<file path="src/rtl/core/fcm_pkg.sv">
// Shared types, constants and helpers of the flow cache metering block.
package fcm_pkg;

  localparam int unsigned MS_PER_S = 1000;
  localparam int unsigned FLAG_FIN_BIT = 0;
  localparam int unsigned FLAG_RST_BIT = 2;

  localparam logic [15:0] ACTIVE_RESET_S = 16'd60;
  localparam logic [15:0] INACTIVE_RESET_S = 16'd10;
  localparam logic [5:0] LIMIT_RESET = 6'd32;

  localparam logic [1:0] REG_ACTIVE = 2'd0;
  localparam logic [1:0] REG_INACTIVE = 2'd1;
  localparam logic [1:0] REG_LIMIT = 2'd2;

  localparam logic OP_PACKET = 1'b0;
  localparam logic OP_FLUSH = 1'b1;

  typedef struct packed {
    logic        op;
    logic [31:0] time_ms;
    logic [31:0] src_addr;
    logic [31:0] dst_addr;
    logic [15:0] src_port_in;
    logic [15:0] dst_port_in;
    logic [7:0]  proto;
    logic [7:0]  tos_in;
    logic [7:0]  flags_in;
    logic [15:0] pkt_len;
  } item_t;

  typedef struct packed {
    logic [31:0] rec_src_addr;
    logic [31:0] rec_dst_addr;
    logic [15:0] rec_src_port;
    logic [15:0] rec_dst_port;
    logic [7:0]  rec_proto;
    logic [7:0]  rec_tos;
    logic [7:0]  rec_flags;
    logic [31:0] rec_packets;
    logic [31:0] rec_bytes;
    logic [31:0] rec_first_ms;
    logic [31:0] rec_last_ms;
    logic        last_of_run;
  } result_t;

  typedef struct packed {
    logic [31:0] src_addr;
    logic [31:0] dst_addr;
    logic [15:0] sport;
    logic [15:0] dport;
    logic [7:0]  proto;
    logic [7:0]  tos;
    logic [7:0]  flags;
    logic [31:0] packets;
    logic [31:0] bytes;
    logic [31:0] first_ms;
    logic [31:0] last_ms;
  } entry_t;

  typedef struct packed {
    logic shift;
    logic load;
  } cell_ctl_t;

  typedef enum logic [2:0] {
    ST_IDLE,
    ST_TMO,
    ST_MATCH,
    ST_EVICT,
    ST_APPEND,
    ST_FLUSH,
    ST_DONE
  } state_t;

  function automatic result_t to_result(input entry_t e, input logic last);
    result_t r;
    r.rec_src_addr = e.src_addr;
    r.rec_dst_addr = e.dst_addr;
    r.rec_src_port = e.sport;
    r.rec_dst_port = e.dport;
    r.rec_proto = e.proto;
    r.rec_tos = e.tos;
    r.rec_flags = e.flags;
    r.rec_packets = e.packets;
    r.rec_bytes = e.bytes;
    r.rec_first_ms = e.first_ms;
    r.rec_last_ms = e.last_ms;
    r.last_of_run = last;
    return r;
  endfunction

endpackage

</file>
<file path="src/rtl/core/fcm_cell.sv">
// One cache cell: holds a flow entry and takes its neighbor's entry on a shift.
module fcm_cell (
  input  logic              clk,
  input  fcm_pkg::cell_ctl_t ctl,
  input  fcm_pkg::entry_t   from_next,
  input  fcm_pkg::entry_t   load_data,
  output fcm_pkg::entry_t   q
);

  // A load into this cell wins over the shift from the neighbor.
  always_ff @(posedge clk) begin
    if (ctl.load) begin
      q <= load_data;
    end else if (ctl.shift) begin
      q <= from_next;
    end
  end

endmodule

</file>
<file path="config.mk">
export PLATFORM = sky130hd
export DESIGN_NAME = fcm_cell
export DESIGN_NICKNAME = d
export VERILOG_FILES = /design/src/rtl/core/fcm_pkg.sv /design/src/rtl/core/fcm_cell.sv
export SDC_FILE = /design/constraint.sdc
export NUM_CORES = 1
export LEC_CHECK = 0
export ABC_AREA = 1
export BUFFER_PORTS_ARGS = -buffer_cell sky130_fd_sc_hd__buf_2
export CAP_MARGIN = 5
export CORE_AREA = 2 2 290 292
export DETAILED_ROUTE_END_ITERATION = 10
export DIE_AREA = 0 0 292 294
export PLACE_DENSITY_LB_ADDON = 0.3
export SLEW_MARGIN = 20
export SYNTH_ARGS = -nofsm -noshare
export SYNTH_HDL_FRONTEND = slang
export SYNTH_SLANG_ARGS = --single-unit
export TNS_END_PERCENT = 100
</file>
<file path="constraint.sdc">
create_clock -name clk -period 10.3 [get_ports clk]
set_input_delay 0.515 -clock clk [delete_from_list [all_inputs] [get_ports clk]]
set_output_delay 0.515 -clock clk [all_outputs]
set_load 0.005 [all_outputs]
</file>
Word-level counts from Yosys, hierarchy flattened
Index checks and enable logic that the tools add are counted.

Output and inout port bits: 248. Register bits after elaboration: 248. Bits of input ports: 499. Logic and storage cells: 14.

Reduce and logical (&&, ||, !) cells: 1. Multiplexer cells: 2.

Operators by type and width (number): $mux 248 (2); $reduce_bool 2->1 (1).

Logic depth before layout (Yosys ltp)
Gate-level depths: netlist of the first run.

Depth after elaboration: 2. Depth in mapped cells: 6. Depth with buffers taken out: 3.

Worst setup path before layout of the first run
OpenSTA, ideal clock, no wires.

Path type: input -> register. Start point: in ctl[0] (netlist name). End point: reg q[0] (netlist name) (enable). Slack: 6.006 ns. Cell stages on the path: 3. Arrival time: 3.787 ns. Data required time: 9.794 ns. Cells stage by stage: buf_4 buf_4 or2_2.

Longest elaborated chain between the ends: 1.

Ends and longest elaborated chain: start: declaration (line fcm_cell.sv:4) `input fcm_pkg::cell_ctl_t ctl,`; $reduce_bool 2->1 (no source line); end signal: assignment (line fcm_cell.sv:13) `q <= load_data;`; end signal: assignment (line fcm_cell.sv:15) `q <= from_next;`; end: declaration (line fcm_cell.sv:7) `output fcm_pkg::entry_t q`.

Every way passes these cells. A chain may end at the register's enable or synchronous reset.

Final worst setup path of the first run
Start point: in ctl[0] (netlist name). End point: reg q[192] (netlist name) (enable).

The elaborated chain is that of the path after synthesis.

==> run metrics, run 1 <==
DP HPWL 34700 µm; RSZ-0062 raised after global routing false; die height 294 µm; Register Area 0.00745 mm²; area leader, netlist edfxtp_1; FFs w/ async S/R, synth 0; number of post-CTS setup repair buffers 0; layout cell share with drive strength beyond 1 0.441; synth cell count leaders nand2_1, edfxtp_1, buf_2; Syn Inst Count 1049; Peak VDD IR 0.112 mV; met1 wire length 16800 µm; row cnt 106; Sw Ratio 0.250; Post-Synth XOR/XNOR Area 0; Final Setup Violations 0; Core ar. 0.0829 mm²; DRC viols 0; Slew @ Worst Pin 0.936 ns; simple-gate share of the synthesized area 0.262; DRT iter0 DRCs 328; metal3 WL 4490 µm; Fin. Hold Viols 0; main area contributors after synthesis edfxtp_1, nand2_1, buf_6, buf_2, buf_4; GRT Total Usage 0.0965; net load switching power 679 µW; Arr. time, crit path 2.71 ns; Internal 2.03 mW; Die X 292 µm; post_cts resized 0; 1st-pass router iterations 5; TritonCTS Sinks 248; post-route minimum period 2.52 ns; met2 wire len 21500 µm; Root Buffer clkbuf_16; Hold Path Class in2reg; routed length per instance 15.4 µm; # port buffers 746; Placed Area 0.0154 mm²; # fillers 9363; top layer in use met4; design area 0.0164 mm²; Final Max Tran Viols 0; io pins 747; nets 2281; synthesis-to-finish area growth 53.4%; Post-DRT Antenna Nets 0; most frequent cell after synthesis nand2_1; setup TNS 0 ns; P_leak 8.22 nW; max_cap viols 0; Syn Nets 1548; Multi-input gate area 0.00280 mm²; crit path launch type input pin; critical path peak fanout 66; Clk pin slew, worst setup/hold paths 0.06 ns; Final Wtd Congestion 0.828; max reg flops 248; Seq cells post-synth 248; most flop-heavy register q; cell area after synthesis 0.0107 mm²; Combinational Power Share 0.144; Max-slew headroom 0.376; FMAX 397 MHz; part of the total power dissipated in the clock network 0.388; via count 9707; largest family of logic cells by synthesized area simple AND/OR/NAND/NOR gates; CP Capture Type flop; first-pass GRT wire length 61700 µm; CP Class in2reg; mean area per synthesized cell 10.2 µm²; initial antenna violation count 6; gr ovfl total 0; part of the Yosys area used for sequential elements 0.697; multiplexer share of the synthesized area 0; status finished clean; CP Data Required Time 10.49 ns; compound-gate portion of the synthesized area 0; CTS buffer count 31; hold buffers post-CTS 0; Reg power frac 0.469; number of global-route vias before repair 9652; Max Root-Sink Buffers 3; area share of fa/ha/maj cells after synthesis 0; Most used DFF post-synth edfxtp_1; top-area cell type share of the netlist area 0.697; pwr/cell area 166 mW/mm²; Post-synth EDFFs 248; WL final 44500 µm; Final period util 0.245; DR vias/cell 3.36; Initial Util 0.129; post-synth cell types 8; pin count of the biggest net entering global routing 86; H-tree depth 1; YS warnings 0; top flop regs q: 248 flops; Pwr Total 2.71 mW; Die Footprint 0.0858 mm²; TritonCTS clock tree yes
[final cells by class]
| cell class | count | share of cell area |
|---|---|---|
| diodes | 1 | 0.000153 |
| clock buffers | 39 | 0.0492 |
| clock inverters | 18 | 0.00970 |
| inverters | 1 | 0.000687 |
| multi-input cells | 745 | 0.171 |
| flip-flops and latches | 248 | 0.454 |
| well taps | 1080 | 0.0825 |
| repair buffers | 755 | 0.232 |
[layer usage]
metal,vias up,track usage
met4,0,0.0378
met1,4294,0.107
met5,-,0
met3,66,0.0338
met2,505,0.169
li1,4842,-
[through the flow]
stage          worst slack, ns  hold WS (ns)  std cells  utilization
2_1_floorplan             6.01         0.694       1049            -
3_3_place_gp              7.10         0.779       2829        0.186
3_5_place_dp              7.13         0.780       2829        0.186
4_1_cts                   7.77         0.138       2886        0.198
5_1_grt                   7.59         0.178       2887        0.198
6_report                  7.78         0.206       2887        0.198
[path summary, 6_finish.rpt]
path            from  cells past startpoint  slack (ns)  endpoint
min   from_next[195]                      3        0.21    q[195]
max           ctl[0]                      4        7.78    q[192]
[power groups by stage]
stage	clock, mW	combinational (mW)	sequential (mW)
floorplan	0	0.113	1.31
global placement	0	0.406	1.29
detailed placement	0	0.404	1.29
CTS	1.10	0.405	1.28
global route	1.13	0.437	1.28
finish	1.05	0.390	1.27
[placed cells by master, fill, tap and decap left out, drive strengths merged]
cell type  netlist  routed
nand2          744     744
buf             54     754
bufinv           0       3
clkbuf           1      40
or2              1       1
edfxtp         248     248
diode            0       1
clkinvlp         0       2
clkinv           0      13
inv              1       1
[worst max-delay path, cell delays in order]
cell and delay (ns):
clkbuf_8 0.33, or2_4 0.20, buf_4 0.64, buf_4 0.83
[cell families (layout without fill, tap and decap cells)]
kind of cell / count (synthesis) / count (layout)
buffers and inverters: 56 / 813
flip-flops: 248 / 248
other: 0 / 1
AND/OR/NAND/NOR: 745 / 745
Note: power is estimated with default switching activity, not from simulation.
==> run 2: changes to the inputs <==
Settings changed: CORE_AREA 2 2 290 292 to 2 2 292 294, DIE_AREA 0 0 292 294 to 0 0 294 296.
Clock period 10.3 ns to 2.35 ns, I/O delays scaled along.
==> run metrics, run 2 (synthesis gave the netlist of run 1 again) <==
CP Capture Type primary output; leading cell types in the layout, fill and taps excluded buf_2, nand2_1, dlygate4sd3_1, edfxtp_1, clkbuf_16; WL final 48300 µm (+8.7%); 1st-pass router iterations 5 (unchanged); number of global-route vias before repair 12100 (+26%); status finished clean; pin count of the biggest net entering global routing 121 (+41%); RSZ-0062 raised after global routing false; routed length per instance 14.1 µm (-8.2%); cell family with the largest share of critical-path delay flip-flops; fin cells 3420 (+18%); io pins 747 (unchanged); Worst path slowest cell edfxtp_1; die height 296 µm (+0.68%); Max-slew headroom 0.505 (+0.129); Pwr Total 12.5 mW (+360%); post-route minimum period 1.38 ns; gr ovfl total 0 (unchanged); synthesis-to-finish area growth 103%; top layer in use met4; post_cts resized 0 (unchanged); CTS buffer count 31 (unchanged); Final Wtd Congestion 0.824 (-0.47%); number of post-CTS setup repair buffers 0 (unchanged); Setup WS pre-CTS 0.927 ns (-6.21 ns); CP Cell Sequence buf_2; commonest non-fill, non-tap cell in the layout buf_2; Final Setup Violations 0 (unchanged); Register Area 0.00745 mm² (unchanged); GRT Total Usage 0.102 (+0.00565); Final period util 0.585; max_cap viols 0 (unchanged); P_leak 10.5 nW (+28%); nets 2805 (+23%); Peak VDD IR 0.474 mV (+320%); crit path launch type flop; pwr/cell area 579 mW/mm² (+250%); Placed Cells 2867 (+1.3%); H-tree depth 1 (unchanged); Die X 294 µm (+0.68%); met2 wire len 24500 µm (+14%); DP HPWL 35600 µm (+2.6%); Fin. Hold Viols 0 (unchanged); top flop regs q: 248 flops; Slew @ Worst Pin 0.742 ns (-0.194 ns); row cnt 107 (+0.94%); CP Class reg2out; Buf/Inv on CP 1 (-2); Post-DRT Antenna Nets 0 (unchanged); Hold Path Class in2reg; initial antenna violation count 4 (-2); most flop-heavy register q; metal3 WL 4360 µm (-3.0%); first-pass GRT wire length 68600 µm (+11%); Multi-input gate area 0.00280 mm² (unchanged); via count 12000 (+24%); TritonCTS clock tree yes; layout cell share with drive strength beyond 1 0.353 (-0.0883); Core ar. 0.0842 mm² (+1.6%); Root Buffer clkbuf_16; Die Footprint 0.0870 mm² (+1.4%); Initial Util 0.127 (-0.00202); met1 wire length 17800 µm (+6.0%); DRT iter0 DRCs 373 (+14%); setup TNS 0 ns (unchanged); TritonCTS Sinks 248 (unchanged); critical path peak fanout 1 (-98%); hold buffers post-CTS 496 (+496); max reg flops 248 (unchanged); Crit path largest cell delay 0.45 ns (-0.38 ns); Clk pin slew, worst setup/hold paths 0.06 ns (about the same); # port buffers 746 (unchanged); Final Max Tran Viols 0 (unchanged); # fillers 9030 (-3.6%); FMAX 727 MHz; CP Data Required Time 2.23 ns (-8.26 ns); DR vias/cell 3.51 (+4.3%); final hold slack 0.0895 ns (-0.116 ns); Arr. time, crit path 1.26 ns (-1.45 ns); Max Root-Sink Buffers 3 (unchanged); DRC viols 0 (unchanged); PnR worst setup slack 0.974 ns (-6.81 ns)
run 2: changes by cell type in the layout (fill, tap and decap cells not counted), sizes merged:
cell / previous run / this run
clkbuf: 40 / 42
clkinv: 13 / 8
dlygate4sd3: 0 / 496
buf: 754 / 782
bufinv: 3 / 1
diode: 1 / 4
clkinvlp: 2 / 3
run 2: worst paths after layout:
check	from	to	slack [ns]	cells after the start
max	q[6]	q[6]	0.97	1
min	ctl[1]	q[245]	0.09	2
run 2: layout make-up:
cell class | instances | area share
antenna | 4 | 0.000462
clock buffer | 41 | 0.0375
clock inverter | 12 | 0.00387
inverter | 1 | 0.000519
multi-input combinational | 745 | 0.129
sequential | 248 | 0.344
tap | 1090 | 0.0629
timing repair buffer | 1279 | 0.422
run 2: per-stage QoR:
| stage | cell area [µm²] | utilization |
|---|---|---|
| 2_1_floorplan | 10700 | - |
| 3_3_place_gp | 15800 | 0.188 |
| 3_5_place_dp | 15800 | 0.188 |
| 4_1_cts | 21700 | 0.257 |
| 5_1_grt | 21700 | 0.257 |
| 6_report | 21700 | 0.257 |
run 2: power breakdown:
part	switching [mW]	total (mW)	internal (mW)
clock	1.88	4.37	2.50
combinational	1.10	2.58	1.48
sequential	0.158	5.60	5.44
total	3.13	12.5	9.42
run 2: metal layers:
metal	vias to the layer above	track usage
li1	5892	-
met1	5474	0.106
met2	555	0.191
met3	69	0.0313
met4	0	0.0404
met5	-	0
